### config.mk
export PLATFORM = sky130hd
export DESIGN_NAME = uart_bootloader_command_parser
export DESIGN_NICKNAME = d
export VERILOG_FILES = /design/src/rtl/core/ubcp_pkg.sv /design/src/rtl/core/ubcp_ram.sv /design/src/rtl/core/uart_bootloader_command_parser.sv
export VERILOG_INCLUDE_DIRS = /design/src /design/src/rtl/core
export SDC_FILE = /design/constraint.sdc
export NUM_CORES = 1
export LEC_CHECK = 0
export ABC_AREA = 1
export BUFFER_PORTS_ARGS = -buffer_cell sky130_fd_sc_hd__buf_2
export CAP_MARGIN = 20
export CORE_MARGIN = 1.5
export CORE_UTILIZATION = 66
export CTS_CLUSTER_SIZE = 12
export DETAILED_ROUTE_END_ITERATION = 10
export GPL_ROUTABILITY_DRIVEN = 0
export GPL_TIMING_DRIVEN = 0
export PLACE_DENSITY = 0.85
export REMOVE_ABC_BUFFERS = 1
export SLEW_MARGIN = 20
export SYNTH_ARGS = -nofsm -noshare
export SYNTH_HDL_FRONTEND = slang
export SYNTH_SLANG_ARGS = --single-unit
### constraint.sdc
create_clock -name clk -period 5.8 [get_ports clk]
set_input_delay 0.29 -clock clk [delete_from_list [all_inputs] [get_ports clk]]
set_output_delay 0.29 -clock clk [all_outputs]
set_load 0.02 [all_outputs]
### src/rtl/core/uart_bootloader_command_parser_macros.svh
`ifndef UART_BOOTLOADER_COMMAND_PARSER_MACROS_SVH
`define UART_BOOTLOADER_COMMAND_PARSER_MACROS_SVH

// Implication checked in the same cycle, switched off while reset is held.
`define UBCP_ASSERT_NOW(label, ck, rstn, ante, cons, msg) \
  label: assert property (@(posedge ck) disable iff (!rstn) (ante) |-> (cons)) \
    else $error(msg);

// Implication checked in the next cycle, switched off while reset is held.
`define UBCP_ASSERT_NEXT(label, ck, rstn, ante, cons, msg) \
  label: assert property (@(posedge ck) disable iff (!rstn) (ante) |=> (cons)) \
    else $error(msg);

`endif

### src/rtl/core/ubcp_pkg.sv
package ubcp_pkg;

  localparam int MAX_WRITE_BYTES_DEF = 31;

  // Frame lengths never exceed 256 bytes, so nine bits cover every length.
  localparam int LEN_W = 9;

  // Fixed results that one word can cause, not counting program requests.
  localparam int TAIL_DEPTH = 3;

  localparam logic [1:0] MODE_START   = 2'd0;
  localparam logic [1:0] MODE_BYTE    = 2'd1;
  localparam logic [1:0] MODE_TIMEOUT = 2'd2;

  localparam logic [7:0] CODE_ACK     = 8'h06;
  localparam logic [7:0] CMD_ERASE    = 8'h43;
  localparam logic [7:0] CMD_WRITE    = 8'h31;
  localparam logic [7:0] CMD_CHECK    = 8'h51;
  localparam logic [7:0] CMD_JUMP     = 8'hA1;
  localparam logic [7:0] GLOBAL_ERASE = 8'hFF;

  typedef enum logic [2:0] {
    ACT_ACK   = 3'd0,
    ACT_NACK  = 3'd1,
    ACT_ERASE = 3'd2,
    ACT_PROG  = 3'd3,
    ACT_CHECK = 3'd4,
    ACT_JUMP  = 3'd5
  } action_t;

  typedef enum logic [8:0] {
    PH_HANDSHAKE = 9'b000000001,
    PH_COMMAND   = 9'b000000010,
    PH_ERASE     = 9'b000000100,
    PH_WADDR     = 9'b000001000,
    PH_WCOUNT    = 9'b000010000,
    PH_WDATA     = 9'b000100000,
    PH_CSTART    = 9'b001000000,
    PH_CEND      = 9'b010000000,
    PH_HALTED    = 9'b100000000
  } phase_t;

endpackage

### src/rtl/core/ubcp_ram.sv
module ubcp_ram #(
  parameter int WIDTH = 8,
  parameter int DEPTH = 32
) (
  input  logic                     clk,
  input  logic                     we,
  input  logic [$clog2(DEPTH)-1:0] waddr,
  input  logic [WIDTH-1:0]         wdata,
  input  logic [$clog2(DEPTH)-1:0] raddr,
  output logic [WIDTH-1:0]         rdata
);

  logic [WIDTH-1:0] mem [DEPTH];

  always_ff @(posedge clk) begin
    if (we) begin
      mem[waddr] <= wdata;
    end
    rdata <= mem[raddr];
  end

endmodule

### src/rtl/core/uart_bootloader_command_parser.sv
// Bootloader command parser.
// Input channel: one word per UART event. in_tuser gives the event kind
// (start, byte received, receive timeout) and in_tdata the received byte.
// Output channel: one word per request or answer: ACK, NACK, sector erase,
// program byte, check range or jump. out_tlast marks the final word caused
// by one input word.
// The results of an input word pass through the result sequencer into the
// output register, one per cycle while out_tready is high.
// The input is held off until the last result of the previous word has
// been moved into the output register. A valid write-data frame replays
// up to MAX_WRITE_BYTES buffered bytes, paced by one read per cycle of
// the data buffer RAM while the output is not stalled.
// Reset puts the parser in front of the handshake frame with nothing
// pending. While the receiver stalls, the current result holds and the
// parser stops producing; input words are accepted again once all pending
// results are in the output register.
module uart_bootloader_command_parser #(
  parameter int MAX_WRITE_BYTES = ubcp_pkg::MAX_WRITE_BYTES_DEF
) (
  input  logic        clk,
  input  logic        rst_n,
  input  logic        in_tvalid,
  output logic        in_tready,
  input  logic [7:0]  in_tdata,   // [7:0] rx_byte
  input  logic [1:0]  in_tuser,   // [1:0] mode
  output logic        out_tvalid,
  input  logic        out_tready,
  // [31:0] address, [63:32] end_address, [71:64] data_byte,
  // [79:72] first_sector, [87:80] sector_count
  output logic [87:0] out_tdata,
  output logic [2:0]  out_tuser,  // [2:0] action
  output logic        out_tlast
);

`include "uart_bootloader_command_parser_macros.svh"

  localparam int DEPTH = MAX_WRITE_BYTES + 1;
  localparam int AW    = $clog2(DEPTH);
  localparam int BI_W  = ($clog2(MAX_WRITE_BYTES + 2) > 3) ? $clog2(MAX_WRITE_BYTES + 2) : 3;
  localparam int LW    = ubcp_pkg::LEN_W;

  // Parser state.
  ubcp_pkg::phase_t phase_r, phase_nxt;
  logic [BI_W-1:0]  bi_r, bi_nxt;
  logic [7:0]       xor_r, xor_nxt;
  logic [31:0]      accum_r, accum_nxt;
  logic [31:0]      range_start_r, range_start_nxt;
  logic [7:0]       wc_r, wc_nxt;
  logic [7:0]       e0_r, e0_nxt;
  logic [7:0]       e1_r, e1_nxt;

  // Result sequencer.
  logic [AW-1:0]     prog_left_r, prog_left_nxt;
  logic [AW-1:0]     prog_idx_r, prog_idx_nxt;
  logic [1:0]        tail_cnt_r, tail_cnt_nxt;
  ubcp_pkg::action_t tail_act_r [ubcp_pkg::TAIL_DEPTH];
  ubcp_pkg::action_t tail_act_nxt [ubcp_pkg::TAIL_DEPTH];

  // Output register.
  logic              out_valid_r, out_valid_nxt;
  ubcp_pkg::action_t out_act_r, out_act_nxt;
  logic [31:0]       out_addr_r, out_addr_nxt;
  logic [31:0]       out_end_r, out_end_nxt;
  logic [7:0]        out_data_r, out_data_nxt;
  logic [7:0]        out_first_r, out_first_nxt;
  logic [7:0]        out_count_r, out_count_nxt;
  logic              out_last_r, out_last_nxt;

  logic            in_acc;
  logic            busy;
  logic            emit;
  logic [7:0]      b;
  logic [7:0]      xor_new;
  logic [BI_W-1:0] k_inc;
  logic [LW-1:0]   frame_len;
  logic            done;
  logic            ram_we;
  logic [7:0]      ram_rdata;

  assign busy      = (prog_left_r != '0) || (tail_cnt_r != 2'd0);
  assign emit      = busy && (!out_valid_r || out_tready);
  assign in_tready = !busy;
  assign in_acc    = in_tvalid && in_tready;
  assign b         = in_tdata;
  assign xor_new   = xor_r ^ b;
  assign k_inc     = bi_r + BI_W'(1);

  always_comb begin
    case (phase_r)
      ubcp_pkg::PH_ERASE:  frame_len = LW'(3);
      ubcp_pkg::PH_WADDR,
      ubcp_pkg::PH_CSTART,
      ubcp_pkg::PH_CEND:   frame_len = LW'(5);
      ubcp_pkg::PH_WDATA:  frame_len = LW'(wc_r) + LW'(1);
      default:             frame_len = LW'(2);
    endcase
  end

  assign done   = (LW'(k_inc) == frame_len);
  assign ram_we = in_acc && (in_tuser == ubcp_pkg::MODE_BYTE) &&
                  (phase_r == ubcp_pkg::PH_WDATA) && (LW'(bi_r) < LW'(wc_r));

  always_comb begin
    phase_nxt       = phase_r;
    bi_nxt          = bi_r;
    xor_nxt         = xor_r;
    accum_nxt       = accum_r;
    range_start_nxt = range_start_r;
    wc_nxt          = wc_r;
    e0_nxt          = e0_r;
    e1_nxt          = e1_r;
    prog_left_nxt   = prog_left_r;
    prog_idx_nxt    = prog_idx_r;
    tail_cnt_nxt    = tail_cnt_r;
    for (int i = 0; i < ubcp_pkg::TAIL_DEPTH; i++) begin
      tail_act_nxt[i] = tail_act_r[i];
    end
    out_valid_nxt = out_valid_r && !out_tready;
    out_act_nxt   = out_act_r;
    out_addr_nxt  = out_addr_r;
    out_end_nxt   = out_end_r;
    out_data_nxt  = out_data_r;
    out_first_nxt = out_first_r;
    out_count_nxt = out_count_r;
    out_last_nxt  = out_last_r;

    // Sequencer: program requests first, then the fixed tail of answers.
    if (emit) begin
      out_valid_nxt = 1'b1;
      out_addr_nxt  = '0;
      out_end_nxt   = '0;
      out_data_nxt  = '0;
      out_first_nxt = '0;
      out_count_nxt = '0;
      if (prog_left_r != '0) begin
        out_act_nxt   = ubcp_pkg::ACT_PROG;
        out_addr_nxt  = accum_r + 32'(prog_idx_r);
        out_data_nxt  = ram_rdata;
        out_last_nxt  = (prog_left_r == AW'(1)) && (tail_cnt_r == 2'd0);
        prog_left_nxt = prog_left_r - AW'(1);
        prog_idx_nxt  = prog_idx_r + AW'(1);
      end else begin
        out_act_nxt  = tail_act_r[0];
        out_last_nxt = (tail_cnt_r == 2'd1);
        case (tail_act_r[0])
          ubcp_pkg::ACT_ERASE: begin
            out_first_nxt = e1_r;
            out_count_nxt = e0_r;
          end
          ubcp_pkg::ACT_CHECK: begin
            out_addr_nxt = range_start_r;
            out_end_nxt  = accum_r;
          end
          default: ;
        endcase
        for (int i = 0; i < ubcp_pkg::TAIL_DEPTH - 1; i++) begin
          tail_act_nxt[i] = tail_act_r[i+1];
        end
        tail_act_nxt[ubcp_pkg::TAIL_DEPTH-1] = ubcp_pkg::ACT_ACK;
        tail_cnt_nxt = tail_cnt_r - 2'd1;
      end
    end

    // Input words are only taken while the sequencer is empty.
    if (in_acc) begin
      case (in_tuser)
        ubcp_pkg::MODE_START: begin
          phase_nxt       = ubcp_pkg::PH_HANDSHAKE;
          bi_nxt          = '0;
          xor_nxt         = '0;
          tail_act_nxt[0] = ubcp_pkg::ACT_ACK;
          tail_cnt_nxt    = 2'd1;
        end
        ubcp_pkg::MODE_TIMEOUT: begin
          bi_nxt  = '0;
          xor_nxt = '0;
          if (phase_r == ubcp_pkg::PH_HANDSHAKE) begin
            phase_nxt       = ubcp_pkg::PH_HALTED;
            tail_act_nxt[0] = ubcp_pkg::ACT_NACK;
            tail_act_nxt[1] = ubcp_pkg::ACT_JUMP;
            tail_cnt_nxt    = 2'd2;
          end
        end
        ubcp_pkg::MODE_BYTE: begin
          if (phase_r != ubcp_pkg::PH_HALTED) begin
            if (bi_r == '0) begin
              e0_nxt = b;
            end
            if ((phase_r == ubcp_pkg::PH_WCOUNT) && (bi_r == '0)) begin
              wc_nxt = b;
            end
            if ((phase_r == ubcp_pkg::PH_ERASE) && (bi_r == BI_W'(1))) begin
              e1_nxt = b;
            end
            // Address bytes arrive least significant first.
            if (((phase_r == ubcp_pkg::PH_WADDR) || (phase_r == ubcp_pkg::PH_CSTART) ||
                 (phase_r == ubcp_pkg::PH_CEND)) && (bi_r < BI_W'(4))) begin
              case (bi_r[1:0])
                2'd0:    accum_nxt = {24'd0, b};
                2'd1:    accum_nxt[15:8] = b;
                2'd2:    accum_nxt[23:16] = b;
                default: accum_nxt[31:24] = b;
              endcase
            end

            if (!done) begin
              bi_nxt  = k_inc;
              xor_nxt = xor_new;
            end else begin
              bi_nxt  = '0;
              xor_nxt = '0;
              case (phase_r)
                ubcp_pkg::PH_HANDSHAKE: begin
                  if ((xor_new != 8'd0) || (e0_r != ubcp_pkg::CODE_ACK)) begin
                    phase_nxt       = ubcp_pkg::PH_HALTED;
                    tail_act_nxt[0] = ubcp_pkg::ACT_NACK;
                    tail_act_nxt[1] = ubcp_pkg::ACT_JUMP;
                    tail_cnt_nxt    = 2'd2;
                  end else begin
                    phase_nxt = ubcp_pkg::PH_COMMAND;
                  end
                end
                ubcp_pkg::PH_COMMAND: begin
                  tail_act_nxt[0] = ubcp_pkg::ACT_ACK;
                  tail_cnt_nxt    = 2'd1;
                  if (xor_new != 8'd0) begin
                    tail_act_nxt[0] = ubcp_pkg::ACT_NACK;
                  end else if (e0_r == ubcp_pkg::CMD_ERASE) begin
                    phase_nxt = ubcp_pkg::PH_ERASE;
                  end else if (e0_r == ubcp_pkg::CMD_WRITE) begin
                    phase_nxt = ubcp_pkg::PH_WADDR;
                  end else if (e0_r == ubcp_pkg::CMD_CHECK) begin
                    phase_nxt = ubcp_pkg::PH_CSTART;
                  end else if (e0_r == ubcp_pkg::CMD_JUMP) begin
                    phase_nxt       = ubcp_pkg::PH_HALTED;
                    tail_act_nxt[1] = ubcp_pkg::ACT_JUMP;
                    tail_cnt_nxt    = 2'd2;
                  end else begin
                    tail_act_nxt[0] = ubcp_pkg::ACT_NACK;
                  end
                end
                ubcp_pkg::PH_ERASE: begin
                  phase_nxt = ubcp_pkg::PH_COMMAND;
                  if ((xor_new != 8'd0) || (e0_r == ubcp_pkg::GLOBAL_ERASE)) begin
                    tail_act_nxt[0] = ubcp_pkg::ACT_NACK;
                    tail_cnt_nxt    = 2'd1;
                  end else begin
                    tail_act_nxt[0] = ubcp_pkg::ACT_ERASE;
                    tail_act_nxt[1] = ubcp_pkg::ACT_ACK;
                    tail_cnt_nxt    = 2'd2;
                  end
                end
                ubcp_pkg::PH_WADDR: begin
                  tail_cnt_nxt = 2'd1;
                  if (xor_new != 8'd0) begin
                    tail_act_nxt[0] = ubcp_pkg::ACT_NACK;
                    phase_nxt       = ubcp_pkg::PH_COMMAND;
                  end else begin
                    tail_act_nxt[0] = ubcp_pkg::ACT_ACK;
                    phase_nxt       = ubcp_pkg::PH_WCOUNT;
                  end
                end
                ubcp_pkg::PH_WCOUNT: begin
                  // The second byte of the count frame is not checked.
                  if (LW'(wc_r) > LW'(MAX_WRITE_BYTES)) begin
                    tail_act_nxt[0] = ubcp_pkg::ACT_NACK;
                    tail_cnt_nxt    = 2'd1;
                    phase_nxt       = ubcp_pkg::PH_COMMAND;
                  end else begin
                    phase_nxt = ubcp_pkg::PH_WDATA;
                  end
                end
                ubcp_pkg::PH_WDATA: begin
                  phase_nxt    = ubcp_pkg::PH_COMMAND;
                  tail_cnt_nxt = 2'd1;
                  if (xor_new != 8'd0) begin
                    tail_act_nxt[0] = ubcp_pkg::ACT_NACK;
                  end else begin
                    tail_act_nxt[0] = ubcp_pkg::ACT_ACK;
                    prog_left_nxt   = AW'(wc_r);
                    prog_idx_nxt    = '0;
                  end
                end
                ubcp_pkg::PH_CSTART: begin
                  tail_cnt_nxt = 2'd1;
                  if (xor_new != 8'd0) begin
                    tail_act_nxt[0] = ubcp_pkg::ACT_NACK;
                    phase_nxt       = ubcp_pkg::PH_COMMAND;
                  end else begin
                    tail_act_nxt[0] = ubcp_pkg::ACT_ACK;
                    range_start_nxt = accum_r;
                    phase_nxt       = ubcp_pkg::PH_CEND;
                  end
                end
                ubcp_pkg::PH_CEND: begin
                  if (xor_new != 8'd0) begin
                    tail_act_nxt[0] = ubcp_pkg::ACT_NACK;
                    tail_cnt_nxt    = 2'd1;
                    phase_nxt       = ubcp_pkg::PH_COMMAND;
                  end else begin
                    tail_act_nxt[0] = ubcp_pkg::ACT_ACK;
                    tail_act_nxt[1] = ubcp_pkg::ACT_CHECK;
                    tail_act_nxt[2] = ubcp_pkg::ACT_JUMP;
                    tail_cnt_nxt    = 2'd3;
                    phase_nxt       = ubcp_pkg::PH_HALTED;
                  end
                end
                default: phase_nxt = ubcp_pkg::PH_HALTED;
              endcase
            end
          end
        end
        default: ;
      endcase
    end
  end

  // The read address is taken from prog_idx_nxt, so the registered data for
  // prog_idx_r is always present when that byte is emitted.
  ubcp_ram #(
    .WIDTH (8),
    .DEPTH (DEPTH)
  ) u_data_ram (
    .clk   (clk),
    .we    (ram_we),
    .waddr (bi_r[AW-1:0]),
    .wdata (b),
    .raddr (prog_idx_nxt),
    .rdata (ram_rdata)
  );

  always_ff @(posedge clk) begin
    if (!rst_n) begin
      phase_r       <= ubcp_pkg::PH_HANDSHAKE;
      bi_r          <= '0;
      xor_r         <= '0;
      accum_r       <= '0;
      range_start_r <= '0;
      wc_r          <= '0;
      e0_r          <= '0;
      e1_r          <= '0;
      prog_left_r   <= '0;
      prog_idx_r    <= '0;
      tail_cnt_r    <= 2'd0;
      out_valid_r   <= 1'b0;
    end else begin
      phase_r       <= phase_nxt;
      bi_r          <= bi_nxt;
      xor_r         <= xor_nxt;
      accum_r       <= accum_nxt;
      range_start_r <= range_start_nxt;
      wc_r          <= wc_nxt;
      e0_r          <= e0_nxt;
      e1_r          <= e1_nxt;
      prog_left_r   <= prog_left_nxt;
      prog_idx_r    <= prog_idx_nxt;
      tail_cnt_r    <= tail_cnt_nxt;
      out_valid_r   <= out_valid_nxt;
    end
  end

  always_ff @(posedge clk) begin
    for (int i = 0; i < ubcp_pkg::TAIL_DEPTH; i++) begin
      tail_act_r[i] <= tail_act_nxt[i];
    end
    out_act_r   <= out_act_nxt;
    out_addr_r  <= out_addr_nxt;
    out_end_r   <= out_end_nxt;
    out_data_r  <= out_data_nxt;
    out_first_r <= out_first_nxt;
    out_count_r <= out_count_nxt;
    out_last_r  <= out_last_nxt;
  end

  assign out_tvalid = out_valid_r;
  assign out_tdata  = {out_count_r, out_first_r, out_data_r, out_end_r, out_addr_r};
  assign out_tuser  = out_act_r;
  assign out_tlast  = out_last_r;

  `UBCP_ASSERT_NEXT(a_run_continues, clk, rst_n, out_tvalid && out_tready && !out_tlast,
                    out_tvalid, "result run broke off before its last word")
  `UBCP_ASSERT_NOW(a_no_input_mid_run, clk, rst_n, out_tvalid && !out_tlast,
                   !in_tready, "input accepted while results of a word are still pending")
  `UBCP_ASSERT_NOW(a_replay_in_command, clk, rst_n, prog_left_r != '0,
                   phase_r == ubcp_pkg::PH_COMMAND, "program replay outside command phase")

endmodule
==> metrics.txt <==
status=complete, no violations; final wirelength=53.9 mm; Simple-Gate Fraction of Synth Area=20.0%; Synth Area in Adders=1.50%; Initial Util=67.6%; CP Data Arrival Time=5.61 ns; vias in the first global route=16964; grt peak-use layer=met2; P&R area growth vs syn=10.8%; Synth Area in Compound Gates=9.46%; first-pass GRT wire length=84.9 mm; WL/cell=19.0 um; number of port buffers=107; # diodes=0; CP Class=reg -> reg; global-route met1 utilization=39.6%; GR Layer Usage met3=4.98%; commonest cells after routing, fill and taps aside=348 x edfxtp_1, 320 x inv_1, 296 x nand2_1; unique cell type count in the Yosys netlist=52; antenna-violating nets left=0; CTS Buffer Depth=3; Startpoint Class=register; Synth warnings=0; Area after DPL=23100 sq um; gr ovfl total=0; ys flop type=edfxtp_1; total power draw=12.6 mW; initial DRC count=2040; Critical Path Sink Type=register; DR pass1 iterations=6; Hold Crit Class=in -> reg; DP Wirelength=32.9 mm; CTS root buf=clkbuf_16; Die Ht=186 um; # IOs=108; largest family of logic cells by synthesized area=simple AND/OR/NAND/NOR gates; largest net degree at the start of global routing=105; RSZ-0062 raised after global routing=false; mux share of post-synthesis cell area=0%; clock slew at reported path FFs=0.06 ns; DR vias=17233; Final Slew Violations=0; Final Cycle Share=89.0%; Die ar.=34700 sq um; number of buffers inserted by hold repair at cts=0; post-layout util=74.9%; Avg Vias per Cell=6.07; Post-Syn Area per Cell=9.64 sq um; Mapped Area=22200 sq um; initial antenna violation count=0; die width=186 um; worst-margin pin slew=1.07 ns; async set-reset flop share out of synthesis=0%; Yosys reg bits=489; PwrDens=513 nW/um^2; Tmin final=5.16 ns; total CTS buffers=49; share of cells above drive strength 1=9.52%; cells after synthesis=2299; DRC=0; Leak Pwr=9.54 nW; met2 Use GR=53.8%; post_cts resized=0; peak supply drop=0.703 mV; Synth Area in XOR/XNOR=0.948%; Total GRT Usage=31.4%; most common cell after layout, fill and taps aside=edfxtp_1; worst skew pair latency=0.56 ns; core area=32800 sq um; max-cap check violation count=0; # H-tree levels=2; clk sinks=489; sequential-to-total area share from yosys stat=59.9%; worst-path maximum fanout=58; cell row count=66; fin area=24600 sq um; post-CTS setup buffers=0; fmax=0.194 GHz; worst clock skew=0.0214 ns; TritonCTS clock tree=done; Fin. Hold Viols=0; Worst slew margin=28.4%; Worst Path Required=6.25 ns; Layout Nets=2395; final setup fails=0; Post-synth EDFFs=348
critical path, cell delays in order (launching register included):
cell,delay (ns)
dfxtp_1,0.33
inv_1,0.12
ha_1,0.21
nand3_4,0.36
nor2_8,0.29
nand2_2,0.13
nor2_2,0.20
nand2_1,0.11
nor2_1,0.21
nand4_4,0.56
buf_12,0.43
buf_12,0.19
nand2_4,0.56
inv_2,0.50
nand3_1,0.25
nand3_1,0.11
nand3_1,0.16
nand2_1,0.11
nand2_1,0.08
nand2_1,0.06
path summary, 6_finish.rpt:
| path | startpoint | end | slack [ns] | cells after the start |
|---|---|---|---|---|
| max | prog_left_r[0] | u_data_ram.rdata[3] | 0.64 | 19 |
| min | out_tready | out_tvalid | 0.06 | 4 |
| max reg2reg | prog_left_r[0] | u_data_ram.rdata[3] | 0.64 | 19 |
| min reg2reg | range_start_r[30] | range_start_r[30] | 0.45 | 2 |
cells in the mapped netlist (2+ instances only):
library cell	instances	area, sq um
o2111ai_1	42	368
nor2_1	203	762
or2_1	44	275
nand3_1	291	1460
nor3_1	24	120
buf_6	6	67.6
clkbuf_1	57	214
buf_4	7	52.6
xnor2_1	3	26.3
clkinv_1	2	7.51
nand3b_1	32	240
dfxtp_1	141	2820
or2_0	7	43.8
o32ai_1	2	17.5
o211ai_1	3	22.5
o31ai_1	3	22.5
o21ai_0	101	505
a31oi_1	11	68.8
inv_2	12	45.0
nand2_2	4	25.0
nand3_2	2	20.0
edfxtp_1	348	10500
nand4_1	22	138
nor2_2	9	56.3
buf_2	39	195
buf_1	8	30.0
a21o_1	2	15.0
or2_2	7	43.8
o21ai_1	5	25.0
a211oi_1	36	270
nor4_1	3	18.8
nor2_4	4	45.0
ha_1	25	313
xor2_1	21	184
nand2_1	299	1120
inv_1	320	1200
o22ai_1	14	87.6
a21oi_1	126	631
state kept, by name, indices dropped and copies added, names as in the netlist, 6 cells and up:
signal / cells
out_count_r: 8
out_first_r: 8
out_end_r: 32
e1_r: 8
xor_r: 8
bi_r: 6
phase_r: 9
e0_r: 8
out_data_r: 8
range_start_r: 32
wc_r: 8
u_data_ram.rdata: 8
out_addr_r: 32
accum_r: 32
u_data_ram.mem: 256
tail_act_r: 9
through the flow:
step | std cells | hold slack (ns) | setup TNS (ns) | worst slack, ns
after floorplan | 2182 | 0.389 | -8.60 | -1.00
after global placement | 2731 | 0.432 | -45.65 | -4.56
after detailed placement | 2745 | 0.441 | 0 | 0.570
after CTS | 2836 | 0.0436 | 0 | 0.624
after global routing | 2837 | 0.0885 | 0 | 0.303
final | 2837 | 0.0557 | 0 | 0.637
logic make-up (layout without fill, tap and decap cells):
family	Yosys count	after routing
and+or+nand+nor	957	957
DFF	489	489
xor gates and xnor gates	24	24
adders and majority gates	26	26
buffers and inverters	451	547
AOI/OAI and AO/OA	352	352
where the power goes:
group / internal (mW) / switching (mW)
combinational: 1.60 / 3.59
clock: 1.66 / 1.27
sequential: 4.32 / 0.155
routing by layer:
metal | part of all wire [%] | vias to the layer above | wire length (um)
met5 | 0 | - | 0
met4 | 3.7 | 0 | 1980
met3 | 8.6 | 151 | 4610
met2 | 50 | 946 | 26700
met1 | 38 | 8170 | 20600
li1 | - | 7966 | -
final cells by class:
class / count / area [sq um]
sequential: 489 / 13300
tap: 442 / 553
timing repair buffer: 122 / 885
clock buffer: 85 / 1420
inverter: 334 / 1260
multi-input combinational: 1359 / 7130
clock inverter: 6 / 38.8
fill: 2141 / 8220
No activity file was read; power rests on OpenSTA's default activity.
